`src/rtl/ncc_pkg.sv`:
```
// Shared types, constants and adjacency tables of the component counter.
// Used by the controller, the datapath and the top level.
package ncc_pkg;

  localparam int NumVoxels = 27;
  localparam int CentreVoxel = 13;
  localparam int CountWidth = 4;

  localparam logic [1:0] MODE_26_ALL  = 2'd0;
  localparam logic [1:0] MODE_6_FACE  = 2'd1;
  localparam logic [1:0] MODE_6_ALL   = 2'd2;

  localparam logic [NumVoxels-1:0] ALL_VOXELS = {NumVoxels{1'b1}};
  localparam logic [NumVoxels-1:0] FACE_SEEDS = 27'h0415410;

  // Commands from the controller to the datapath.
  typedef struct packed {
    logic load;    // capture a new neighbourhood and its seed set
    logic pick;    // start a component at the lowest pending seed
    logic step;    // grow the current component by one adjacency ring
    logic retire;  // drop the finished component from the seeds, count it
    logic emit;    // copy the count into the output register
  } ncc_cmd_t;

  // Status from the datapath to the controller.
  typedef struct packed {
    logic pending_empty;  // no seeds left
    logic flood_stable;   // growth added nothing this cycle
  } ncc_status_t;

  // Mask of the voxels adjacent to voxel v; wide selects 26-adjacency
  // with an isolated centre, otherwise face adjacency.
  function automatic logic [NumVoxels-1:0] nbr_mask(input int v, input logic wide);
    logic [NumVoxels-1:0] m;
    int vx, vy, vz, ux, uy, uz, dx, dy, dz;
    m  = '0;
    vx = v % 3;
    vy = (v / 3) % 3;
    vz = v / 9;
    for (int u = 0; u < NumVoxels; u++) begin
      ux = u % 3;
      uy = (u / 3) % 3;
      uz = u / 9;
      dx = (ux > vx) ? ux - vx : vx - ux;
      dy = (uy > vy) ? uy - vy : vy - uy;
      dz = (uz > vz) ? uz - vz : vz - uz;
      if (u != v) begin
        if (wide) begin
          if (v != CentreVoxel && u != CentreVoxel && dx <= 1 && dy <= 1 && dz <= 1)
            m[u] = 1'b1;
        end else if (dx + dy + dz == 1) begin
          m[u] = 1'b1;
        end
      end
    end
    return m;
  endfunction

endpackage

```
`src/rtl/ncc_ctrl.sv`:
```
// Sequencing state machine of the component counter.
// Depends on ncc_pkg for the command and status structs.
module ncc_ctrl import ncc_pkg::*; (
  input  logic        clk,
  input  logic        rst,
  input  logic        in_valid,
  output logic        in_stall,
  output logic        out_valid,
  input  logic        out_stall,
  input  ncc_status_t status,
  output ncc_cmd_t    cmd
);

  localparam logic [1:0] S_IDLE  = 2'd0;
  localparam logic [1:0] S_PICK  = 2'd1;
  localparam logic [1:0] S_FLOOD = 2'd2;
  localparam logic [1:0] S_DONE  = 2'd3;

  logic [1:0] state, state_next;
  logic       out_valid_next;
  logic       out_free;

  assign in_stall = (state != S_IDLE);
  assign out_free = !out_valid || !out_stall;

  // Decode state into datapath commands and next state.
  always_comb begin
    cmd        = '0;
    state_next = state;
    unique case (state)
      S_IDLE: begin
        if (in_valid) begin
          cmd.load   = 1'b1;
          state_next = S_PICK;
        end
      end
      S_PICK: begin
        if (status.pending_empty) begin
          state_next = S_DONE;
        end else begin
          cmd.pick   = 1'b1;
          state_next = S_FLOOD;
        end
      end
      S_FLOOD: begin
        if (status.flood_stable) begin
          cmd.retire = 1'b1;
          state_next = S_PICK;
        end else begin
          cmd.step = 1'b1;
        end
      end
      S_DONE: begin
        if (out_free) begin
          cmd.emit   = 1'b1;
          state_next = S_IDLE;
        end
      end
      default: state_next = S_IDLE;
    endcase
  end

  // Hold the result beat until it is taken.
  always_comb begin
    priority if (cmd.emit) out_valid_next = 1'b1;
    else if (!out_stall)   out_valid_next = 1'b0;
    else                   out_valid_next = out_valid;
  end

  always_ff @(posedge clk) begin
    if (rst) begin
      state     <= S_IDLE;
      out_valid <= 1'b0;
    end else begin
      state     <= state_next;
      out_valid <= out_valid_next;
    end
  end

endmodule

```
`src/rtl/ncc_datapath.sv`:
```
// Masks, flood logic, counter and mode register of the component counter.
// Depends on ncc_pkg for adjacency tables, modes and the command structs.
module ncc_datapath import ncc_pkg::*; (
  input  logic                  clk,
  input  logic                  rst,
  input  logic                  connectivity_mode_we,
  input  logic [1:0]            connectivity_mode,
  input  logic [NumVoxels-1:0]  neighbourhood,
  input  ncc_cmd_t              cmd,
  output ncc_status_t           status,
  output logic [CountWidth-1:0] component_count
);

  logic [1:0]            mode;
  logic [NumVoxels-1:0]  fg;
  logic [NumVoxels-1:0]  pending;
  logic [NumVoxels-1:0]  comp;
  logic [NumVoxels-1:0]  grow;
  logic [NumVoxels-1:0]  seeds;
  logic [NumVoxels-1:0]  lowest;
  logic [CountWidth-1:0] count;
  logic                  wide;

  assign wide = (mode == MODE_26_ALL);

  // Select the seed set for the current mode; the unused code seeds nothing.
  always_comb begin
    unique case (mode)
      MODE_26_ALL: seeds = ALL_VOXELS;
      MODE_6_FACE: seeds = FACE_SEEDS;
      MODE_6_ALL:  seeds = ALL_VOXELS;
      default:     seeds = '0;
    endcase
  end

  // Isolate the lowest pending seed.
  assign lowest = pending & (~pending + {{(NumVoxels-1){1'b0}}, 1'b1});

  // Grow by one ring: a foreground voxel joins if any neighbour is in comp.
  for (genvar u = 0; u < NumVoxels; u++) begin : g_grow
    localparam logic [NumVoxels-1:0] NbrWide = nbr_mask(u, 1'b1);
    localparam logic [NumVoxels-1:0] NbrFace = nbr_mask(u, 1'b0);
    assign grow[u] = fg[u] & (|(comp & (wide ? NbrWide : NbrFace)));
  end

  assign status.pending_empty = (pending == '0);
  assign status.flood_stable  = ((comp | grow) == comp);

  // Mode register.
  always_ff @(posedge clk) begin
    if (rst) begin
      mode <= MODE_26_ALL;
    end else if (connectivity_mode_we) begin
      mode <= connectivity_mode;
    end
  end

  // Advance masks and counter under controller command.
  always_ff @(posedge clk) begin
    if (cmd.load) begin
      fg      <= neighbourhood;
      pending <= neighbourhood & seeds;
      count   <= '0;
    end
    if (cmd.pick) begin
      comp <= lowest;
    end
    if (cmd.step) begin
      comp <= comp | grow;
    end
    if (cmd.retire) begin
      pending <= pending & ~comp;
      count   <= count + {{(CountWidth-1){1'b0}}, 1'b1};
    end
    if (cmd.emit) begin
      component_count <= count;
    end
  end

endmodule

```
`src/rtl/neighbourhood_component_counter_unit.sv`:
```
// Top level of the 3x3x3 neighbourhood component counter.
// Instantiates ncc_ctrl and ncc_datapath; depends on ncc_pkg.
//
// Counts the connected components of the set voxels in one 27-bit
// neighbourhood (voxel x+3y+9z, centre 13) under the rule that
// connectivity_mode selects: 0 = 26-adjacency with an isolated centre,
// 1 = 6-adjacency counting only components that touch a face neighbour,
// 2 = 6-adjacency counting all components, 3 = always zero. One item is
// processed at a time, since a single shared flood unit grows one component
// by one adjacency ring per cycle. A finished result waits in an output
// register, so the next item is accepted while it is still stalled. Write
// connectivity_mode only while the block is idle.
module neighbourhood_component_counter_unit import ncc_pkg::*; (
  input  logic                  clk,
  input  logic                  rst,
  input  logic                  connectivity_mode_we,
  input  logic [1:0]            connectivity_mode,
  input  logic                  in_valid,
  output logic                  in_stall,
  input  logic [NumVoxels-1:0]  neighbourhood,
  output logic                  out_valid,
  input  logic                  out_stall,
  output logic [CountWidth-1:0] component_count
);

  ncc_cmd_t    cmd;
  ncc_status_t status;

  ncc_ctrl u_ctrl (
    .clk       (clk),
    .rst       (rst),
    .in_valid  (in_valid),
    .in_stall  (in_stall),
    .out_valid (out_valid),
    .out_stall (out_stall),
    .status    (status),
    .cmd       (cmd)
  );

  ncc_datapath u_datapath (
    .clk                  (clk),
    .rst                  (rst),
    .connectivity_mode_we (connectivity_mode_we),
    .connectivity_mode    (connectivity_mode),
    .neighbourhood        (neighbourhood),
    .cmd                  (cmd),
    .status               (status),
    .component_count      (component_count)
  );

endmodule

```
`config.mk`:
```
export PLATFORM = sky130hd
export DESIGN_NAME = neighbourhood_component_counter_unit
export DESIGN_NICKNAME = d
export VERILOG_FILES = /design/src/rtl/ncc_pkg.sv /design/src/rtl/ncc_ctrl.sv /design/src/rtl/ncc_datapath.sv /design/src/rtl/neighbourhood_component_counter_unit.sv
export SDC_FILE = /design/constraint.sdc
export NUM_CORES = 1
export LEC_CHECK = 0
export BUFFER_PORTS_ARGS = -buffer_cell sky130_fd_sc_hd__buf_2
export CAP_MARGIN = 20
export CORE_MARGIN = 2
export CORE_UTILIZATION = 35
export DETAILED_ROUTE_END_ITERATION = 10
export PLACE_DENSITY_LB_ADDON = 0.25
export SYNTH_ARGS = -nofsm -noshare
export SYNTH_HDL_FRONTEND = slang
export SYNTH_SLANG_ARGS = --single-unit
```
`constraint.sdc`:
```
create_clock -name clk -period 4.32 [get_ports clk]
set_input_delay 0.864 -clock clk [delete_from_list [all_inputs] [get_ports clk]]
set_output_delay 0.864 -clock clk [all_outputs]
set_load 0.1 [all_outputs]
```
==> impl_metrics.sql, run 1 <==
INSERT INTO impl_metrics (metric_group, metric, value, unit) VALUES
('synthesis', 'post_synth_main_area_contributors', 'sky130_fd_sc_hd__edfxtp_1, sky130_fd_sc_hd__mux2i_1, sky130_fd_sc_hd__nand2b_1, sky130_fd_sc_hd__nor2_1, sky130_fd_sc_hd__o21ai_0', ''),
('worst_setup_path', 'required', '4.43', 'ns'),
('worst_hold_path', 'worst_hold_startpoint', 'u_datapath.count[3]', ''),
('sta', 'fmax', '270', 'MHz'),
('sta', 'setup_viol_count_final', '0', ''),
('synthesis', 'yosys_register_bits', '94', ''),
('synthesis', 'share_of_async_settable_or_async_resettable_flops_after_synthesis', '0', ''),
('worst_setup_path', 'timing.setup.critical_path_class', 'reg -> reg', ''),
('synthesis', 'synth_ff_type', 'sky130_fd_sc_hd__edfxtp_1', ''),
('outcome', 'run_status', 'finished, final reports clean', ''),
('sta', 'totalNegativeSetupSlack', '0', 'ns'),
('worst_hold_path', 'worst_hold_path_type', 'reg -> reg', ''),
('global_route', 'groute.usage.overall', '0.213', ''),
('synthesis', 'synth_area_leader_cell', 'sky130_fd_sc_hd__edfxtp_1', ''),
('sta', 'fin_skew', '0.0101', 'ns'),
('sta', 'actual_transition_at_the_worst_max_transition_pin', '0.788', 'ns'),
('drt', 'viasPerCell', '5.86', ''),
('sta', 'layout_worst_path_cycle_share', '0.859', ''),
('pwr', 'clockPowerShare', '0.310', ''),
('global_route', 'grt_antenna_before_repair', '1', ''),
('drt', 'firstDrtPassIters', '5', ''),
('synthesis', 'ys_seq_area_frac', '0.513', ''),
('worst_setup_path', 'timing.critical_path.buf_inv', '1', ''),
('worst_setup_path', 'critPathLaunch', 'u_datapath.mode[0]', ''),
('drt', 'wl_per_cell', '22.7', 'um'),
('clocking', 'cts_sinks', '94', ''),
('synthesis', 'synth.distinct_cells', '59', ''),
('clocking', 'buffers_inserted_during_post_cts_setup_optimization', '0', ''),
('synthesis', 'synth_edf_count', '89', ''),
('final_layout', 'syn2layout_area_growth', '13.3', '%'),
('place', 'dp_hpwl', '12300', 'um'),
('global_route', 'gr-total-overflow', '0', ''),
('final_layout', 'fill_cells', '1494', ''),
('final_layout', 'fin_nets', '579', ''),
('sta', 'maxSlewViolCount', '0', ''),
('clocking', 'cts_root_buf', 'sky130_fd_sc_hd__clkbuf_16', ''),
('clocking', 'cts_made_buffers', '9', ''),
('synthesis', 'synth.cell_area', '5410', 'um2'),
('worst_setup_path', 'path_delay_family', 'compound AO/OA/AOI/OAI gates', ''),
('sta', 'rsz0062_at_grt', 'no', ''),
('global_route', 'grt_pass1_wl', '25700', 'um'),
('final_layout', 'n_antenna_cell', '0', ''),
('pwr', 'power.density', '425', 'nW/um2'),
('place', 'port_buffers', '39', ''),
('worst_setup_path', 'path_cells', 'or2_2 -> a21oi_1 -> o311ai_0 -> o221ai_2 -> nor4_4 -> a21oi_4 -> buf_4 -> mux2_1', ''),
('clocking', 'cts.path.max_buffers', '2', ''),
('pwr', 'switching_power', '833', 'uW'),
('pwr', 'peakVddDrop', '188', 'uV'),
('worst_setup_path', 'cp_max_fo', '31', ''),
('worst_setup_path', 'timing.critical_path.to_type', 'flop', ''),
('synthesis', 'yosys_synthesis_warning_count', '0', ''),
('drt', 'drt-total-wl', '16700', 'um'),
('sta', 'relative_slew_slack', '0.470', ''),
('sta', 'period_minus_slack', '3.71', 'ns'),
('worst_setup_path', 'crit_path_max_incr_delay', '0.55', 'ns'),
('die', 'floorplan.die.height', '128', 'um'),
('die', 'placeableCoreArea', '15100', 'um2'),
('drt', 'vias', '4317', ''),
('final_layout', 'final_layout_size_suffix_gt1_frac', '0.157', ''),
('die', 'initial_core_util', '0.357', ''),
('clocking', 'cts_resized', '0', ''),
('worst_setup_path', 'crit_arrival', '3.82', 'ns'),
('clocking', 'ctsHtreeMaxLevel', '3', ''),
('global_route', 'grt_pass1_vias', '4155', ''),
('clocking', 'tritoncts', 'yes', ''),
('die', 'io_pins', '40', ''),
('worst_setup_path', 'worst_path_max_delay_cell', 'sky130_fd_sc_hd__dfxtp_1', ''),
('drt', 'route.detailed.drc', '0', ''),
('drt', 'drt_first_iter_violations', '404', ''),
('pwr', 'power.combinational.fraction', '0.195', ''),
('clocking', 'clk_transition_reported_paths', '0.07', 'ns');
## cells by family after synthesis
family          Yosys count  synth area share
compound gates           92             0.114
xor+xnor                  2           0.00324
fa+ha+maj                 1           0.00231
buf+inv                  44            0.0391
flops                    94             0.513
mux                      55             0.103
simple gates            220             0.226
## through the flow
| stage | instances | setup WS, ns | area (um2) |
|---|---|---|---|
| floorplan | 508 | 0.619 | 5410 |
| global placement | 721 | 0.769 | 5830 |
| detailed placement | 721 | 0.671 | 5830 |
| CTS | 737 | 0.665 | 6130 |
| global route | 737 | 0.372 | 6130 |
| finish | 737 | 0.610 | 6130 |
## final timing paths
| path | slack, ns | cells past startpoint | to |
|---|---|---|---|
| worst max-delay path | 0.61 | 8 | u_datapath.comp[12] |
| worst min-delay path | 0.48 | 0 | u_datapath.component_count[3] |
| worst max register to register | 0.61 | 8 | u_datapath.comp[12] |
| worst min register to register | 0.48 | 0 | u_datapath.component_count[3] |
## placed cells by master (no fill, tap or decap), types with 3 or more instances in the layout
| cell type | count |
|---|---|
| sky130_fd_sc_hd__a21oi_1 | 21 |
| sky130_fd_sc_hd__a311o_1 | 3 |
| sky130_fd_sc_hd__a31oi_1 | 4 |
| sky130_fd_sc_hd__a41o_1 | 3 |
| sky130_fd_sc_hd__buf_2 | 39 |
| sky130_fd_sc_hd__buf_4 | 17 |
| sky130_fd_sc_hd__clkbuf_16 | 9 |
| sky130_fd_sc_hd__clkinv_4 | 3 |
| sky130_fd_sc_hd__dfxtp_1 | 5 |
| sky130_fd_sc_hd__edfxtp_1 | 89 |
| sky130_fd_sc_hd__inv_1 | 13 |
| sky130_fd_sc_hd__mux2_1 | 4 |
| sky130_fd_sc_hd__mux2i_1 | 51 |
| sky130_fd_sc_hd__nand2_1 | 31 |
| sky130_fd_sc_hd__nand2b_1 | 58 |
| sky130_fd_sc_hd__nand3_1 | 10 |
| sky130_fd_sc_hd__nand3b_1 | 8 |
| sky130_fd_sc_hd__nor2_1 | 38 |
| sky130_fd_sc_hd__nor2b_1 | 10 |
| sky130_fd_sc_hd__nor3_1 | 20 |
| sky130_fd_sc_hd__nor3b_1 | 3 |
| sky130_fd_sc_hd__nor4_1 | 19 |
| sky130_fd_sc_hd__o2111ai_1 | 4 |
| sky130_fd_sc_hd__o21ai_0 | 25 |
| sky130_fd_sc_hd__or3_1 | 3 |
| sky130_fd_sc_hd__or4_1 | 4 |
## routing by layer
metal / vias up / track usage / routed length, um
met5: - / 0 / 0
met3: 27 / 0.0405 / 972
met2: 179 / 0.325 / 7650
li1: 1981 / - / -
met1: 2130 / 0.303 / 7700
met4: 0 / 0.0750 / 409
## worst register-to-register path: cells and delay by family, from the launching register on
family | cells | cell delay, ns
AOI/OAI and AO/OA | 4 | 1.19
buffers and inverters | 1 | 0.30
DFF | 1 | 0.55
muxes | 1 | 0.34
and+or+nand+nor | 2 | 1.09
## state kept, by name, summed over array words and instances (netlist names)
name / cells
u_datapath.count: 4
u_ctrl.state: 2
u_ctrl.out_valid: 1
u_datapath.component_count: 4
u_datapath.pending: 27
u_datapath.fg: 27
u_datapath.mode: 2
u_datapath.comp: 27
## area by class of cell
| class | count | area (um2) | share of cell area |
|---|---|---|---|
| clock buffer | 9 | 225 | 0.0368 |
| clock inverter | 7 | 73.8 | 0.0121 |
| inverter | 13 | 48.8 | 0.00797 |
| multi-input combinational | 370 | 2450 | 0.400 |
| sequential | 94 | 2770 | 0.453 |
| tap | 188 | 235 | 0.0384 |
| timing repair buffer | 56 | 323 | 0.0527 |
## cells in the mapped netlist, drive strengths merged (4+ instances only)
library cell and n:
nand3 11, o21ai 28, a21oi 22, nor4 22
o2111ai 4, clkbuf 16, nand2 31, mux2i 51
edfxtp 89, mux2 4, nor2 39, dfxtp 5
nand2b 58, nor2b 10, or4 4, buf 15
inv 13, nor3 20, a31oi 4, nand3b 8
## power by group through the flow
stage | clock (mW) | sequential, mW | combinational, mW
finish | 0.807 | 1.29 | 0.507
floorplan | 0 | 1.21 | 0.375
global route | 0.863 | 1.30 | 0.557
CTS | 0.824 | 1.28 | 0.506
detailed placement | 0 | 1.30 | 0.503
global placement | 0 | 1.30 | 0.501
No activity file was read; power rests on OpenSTA's default activity.
==> run 2, diff against run 1 <==
--- a/config.mk
+++ b/config.mk
@@ -5,7 +5,7 @@
 export SDC_FILE = /design/constraint.sdc
 export NUM_CORES = 1
 export LEC_CHECK = 0
-export BUFFER_PORTS_ARGS = -buffer_cell sky130_fd_sc_hd__buf_2
+export BUFFER_PORTS_ARGS = -buffer_cell sky130_fd_sc_hd__clkbuf_2
 export CAP_MARGIN = 20
 export CORE_MARGIN = 2
 export CORE_UTILIZATION = 35
==> impl_metrics.sql, run 2 (synthesized netlist as in run 1, its figures left out) <==
INSERT INTO impl_metrics (metric_group, metric, value, unit) VALUES
('place', 'dp_hpwl', '12200', 'um'),
('die', 'io_pins', '40', ''),
('worst_setup_path', 'r2r_setup_slack', '0.69', 'ns'),
('global_route', 'groute.usage.overall', '0.212', ''),
('worst_setup_path', 'worst_setup_path_start_kind', 'flop', ''),
('clocking', 'cts_sinks', '94', ''),
('worst_setup_path', 'depth_of_the_most_critical_reg_to_reg_path', '8', ''),
('final_layout', 'layout.cells.most_common_list', 'sky130_fd_sc_hd__edfxtp_1, sky130_fd_sc_hd__nand2b_1, sky130_fd_sc_hd__mux2i_1', ''),
('final_layout', 'fin_nets', '573', ''),
('sta', 'layout_worst_path_cycle_share', '0.841', ''),
('sta', 'totalNegativeSetupSlack', '0', 'ns'),
('die', 'design.die.area', '16500', 'um2'),
('die', 'fp-row-count', '45', ''),
('clocking', 'tritoncts', 'yes', ''),
('final_layout', 'syn2layout_area_growth', '13.1', '%'),
('final_layout', 'layout.cell_area.non_filler', '6120', 'um2'),
('global_route', 'pin_count_of_the_biggest_net_entering_global_routing', '32', ''),
('sta', 'fmax', '275', 'MHz'),
('pwr', 'total_leakage_power', '2.29', 'nW'),
('sta', 'maxSlewViolCount', '0', ''),
('global_route', 'grt_pass1_vias', '4253', ''),
('worst_setup_path', 'timing.critical_path.to_type', 'flop', ''),
('drt', 'drt-total-wl', '16700', 'um'),
('sta', 'actual_transition_at_the_worst_max_transition_pin', '0.829', 'ns'),
('clocking', 'cts_made_buffers', '9', ''),
('drt', 'firstDrtPassIters', '4', ''),
('drt', 'viasPerCell', '5.87', ''),
('final_layout', 'fill_cells', '1493', ''),
('sta', 'setup_viol_count_final', '0', ''),
('clocking', 'cts_resized', '0', ''),
('clocking', 'worstSkewPairLatency', '0.36', 'ns'),
('sta', 'hold_ws', '0.474', 'ns'),
('global_route', 'grt_pass1_wl', '25700', 'um'),
('sta', 'rsz0062_at_grt', 'no', ''),
('place', 'gpl.final_weighted_congestion', '1.03', ''),
('drt', 'wl_per_cell', '22.8', 'um'),
('clocking', 'ctsHtreeMaxLevel', '3', ''),
('pwr', 'power.density', '435', 'nW/um2'),
('worst_hold_path', 'worst_hold_path_type', 'reg -> reg', ''),
('pwr', 'peakVddDrop', '224', 'uV'),
('drt', 'drt_first_iter_violations', '293', ''),
('final_layout', 'n_antenna_cell', '0', ''),
('sta', 'period_minus_slack', '3.63', 'ns'),
('drt', 'vias', '4292', ''),
('worst_setup_path', 'worstReg2RegStart', 'u_datapath.mode[0]', ''),
('final_layout', 'mostFrequentLayoutCell', 'sky130_fd_sc_hd__edfxtp_1', ''),
('global_route', 'gr-total-overflow', '0', ''),
('place', 'port_buffers', '39', ''),
('die', 'initial_core_util', '0.357', ''),
('sta', 'relative_slew_slack', '0.448', ''),
('worst_setup_path', 'timing.setup.critical_path_class', 'reg -> reg', ''),
('worst_hold_path', 'worst_hold_startpoint', 'u_datapath.count[3]', ''),
('worst_hold_path', 'hold_end', 'u_datapath.component_count[3]', ''),
('run', 'max-cap-violations', '0', ''),
('final_layout', 'final_layout_size_suffix_gt1_frac', '0.149', ''),
('worst_setup_path', 'crit_arrival', '3.69', 'ns'),
('die', 'die-width', '128', 'um'),
('sta', 'hold_viol', '0', ''),
('die', 'placeableCoreArea', '15100', 'um2'),
('worst_setup_path', 'required', '4.38', 'ns'),
('sta', 'fin_skew', '0.00926', 'ns'),
('clocking', 'cts.path.max_buffers', '2', ''),
('worst_setup_path', 'reg2reg_capture_point', 'u_datapath.pending[15]', ''),
('clocking', 'cts_root_buf', 'sky130_fd_sc_hd__clkbuf_16', ''),
('drt', 'detail-route-antenna-nets', '0', ''),
('place', 'dpl_cell_area', '5790', 'um2'),
('worst_setup_path', 'cp_max_fo', '31', ''),
('worst_hold_path', 'worstHoldPathCells', '0', ''),
('die', 'floorplan.die.height', '128', 'um'),
('outcome', 'run_status', 'finished, final reports clean', ''),
('clocking', 'cts_hold_repair.buffers', '0', ''),
('drt', 'route.detailed.drc', '0', ''),
('final_layout', 'reg_top3', 'u_datapath.comp: 27 flops, u_datapath.fg: 27 flops, u_datapath.pending: 27 flops', ''),
('clocking', 'clk_transition_reported_paths', '0.07', 'ns'),
('clocking', 'buffers_inserted_during_post_cts_setup_optimization', '0', ''),
('global_route', 'grt_antenna_before_repair', '0', '');
==> run 2: cell types whose count changed in the layout (fill, tap and decap cells not counted) <==
cell | before | now
sky130_fd_sc_hd__buf_2 | 39 | 0
sky130_fd_sc_hd__clkinv_4 | 3 | 1
sky130_fd_sc_hd__inv_6 | 1 | 2
sky130_fd_sc_hd__clkinv_1 | 1 | 0
sky130_fd_sc_hd__clkbuf_2 | 0 | 39
sky130_fd_sc_hd__buf_4 | 17 | 10
sky130_fd_sc_hd__bufinv_16 | 1 | 2
sky130_fd_sc_hd__buf_12 | 0 | 1
sky130_fd_sc_hd__clkinv_2 | 1 | 2
==> run 2: layout make-up <==
class	count	area (um2)	area share
multi-input cells	370	2450	0.400
clock buffers	9	225	0.0368
inverters	13	48.8	0.00798
clock inverters	7	96.3	0.0158
repair buffers	50	290	0.0475
flip-flops and latches	94	2770	0.453
well taps	188	235	0.0385
==> run 2: worst max-delay path: stages (launching register included) <==
cell and delay [ns]:
sky130_fd_sc_hd__dfxtp_1 0.49, sky130_fd_sc_hd__or2_2 0.56, sky130_fd_sc_hd__a21oi_1 0.21, sky130_fd_sc_hd__o21ai_0 0.50, sky130_fd_sc_hd__o22ai_1 0.18, sky130_fd_sc_hd__nor4_2 0.59
sky130_fd_sc_hd__nand3_2 0.17, sky130_fd_sc_hd__o21ai_2 0.35, sky130_fd_sc_hd__buf_12 0.26
==> run 2: power by group <==
| part | switching [mW] | internal [mW] | leakage (nW) |
|---|---|---|---|
| Clock | 0.361 | 0.510 | 0.160 |
| Combinational | 0.299 | 0.181 | 1.23 |
| Sequential | 0.179 | 1.13 | 0.897 |
| Total | 0.839 | 1.82 | 2.29 |
==> run 2: stage by stage <==
| step | power, mW | std cells | worst slack, ns | util |
|---|---|---|---|---|
| finish | 2.66 | 731 | 0.689 | 0.404 |
| global route | 2.77 | 731 | 0.469 | 0.404 |
| CTS | 2.67 | 731 | 0.727 | 0.404 |
| detailed placement | 1.80 | 715 | 0.761 | 0.383 |
| global placement | 1.80 | 715 | 0.823 | 0.383 |
| floorplan | 1.59 | 508 | 0.619 | - |
==> run 2: worst max-delay path by stage <==
stage / startpoint / endpoint / slack [ns] / cells past startpoint
after floorplan: u_datapath.comp[9] / u_datapath.count[0] / 0.62 / 8
final: u_datapath.mode[0] / u_datapath.pending[15] / 0.69 / 8
after detailed placement: u_datapath.mode[0] / u_datapath.pending[15] / 0.76 / 8
after CTS: u_datapath.mode[0] / u_datapath.pending[14] / 0.73 / 8
after global routing: u_datapath.mode[0] / u_datapath.pending[17] / 0.47 / 8
after global placement: u_datapath.mode[0] / u_datapath.pending[16] / 0.82 / 8
==> run 2: metal layers <==
| layer | wire length, um | vias up | GRT usage |
|---|---|---|---|
| met2 | 7320 | 171 | 0.315 |
| li1 | - | 1974 | - |
| met5 | 0 | - | 0 |
| met1 | 7540 | 2101 | 0.292 |
| met4 | 770 | 0 | 0.109 |
| met3 | 1040 | 46 | 0.0463 |
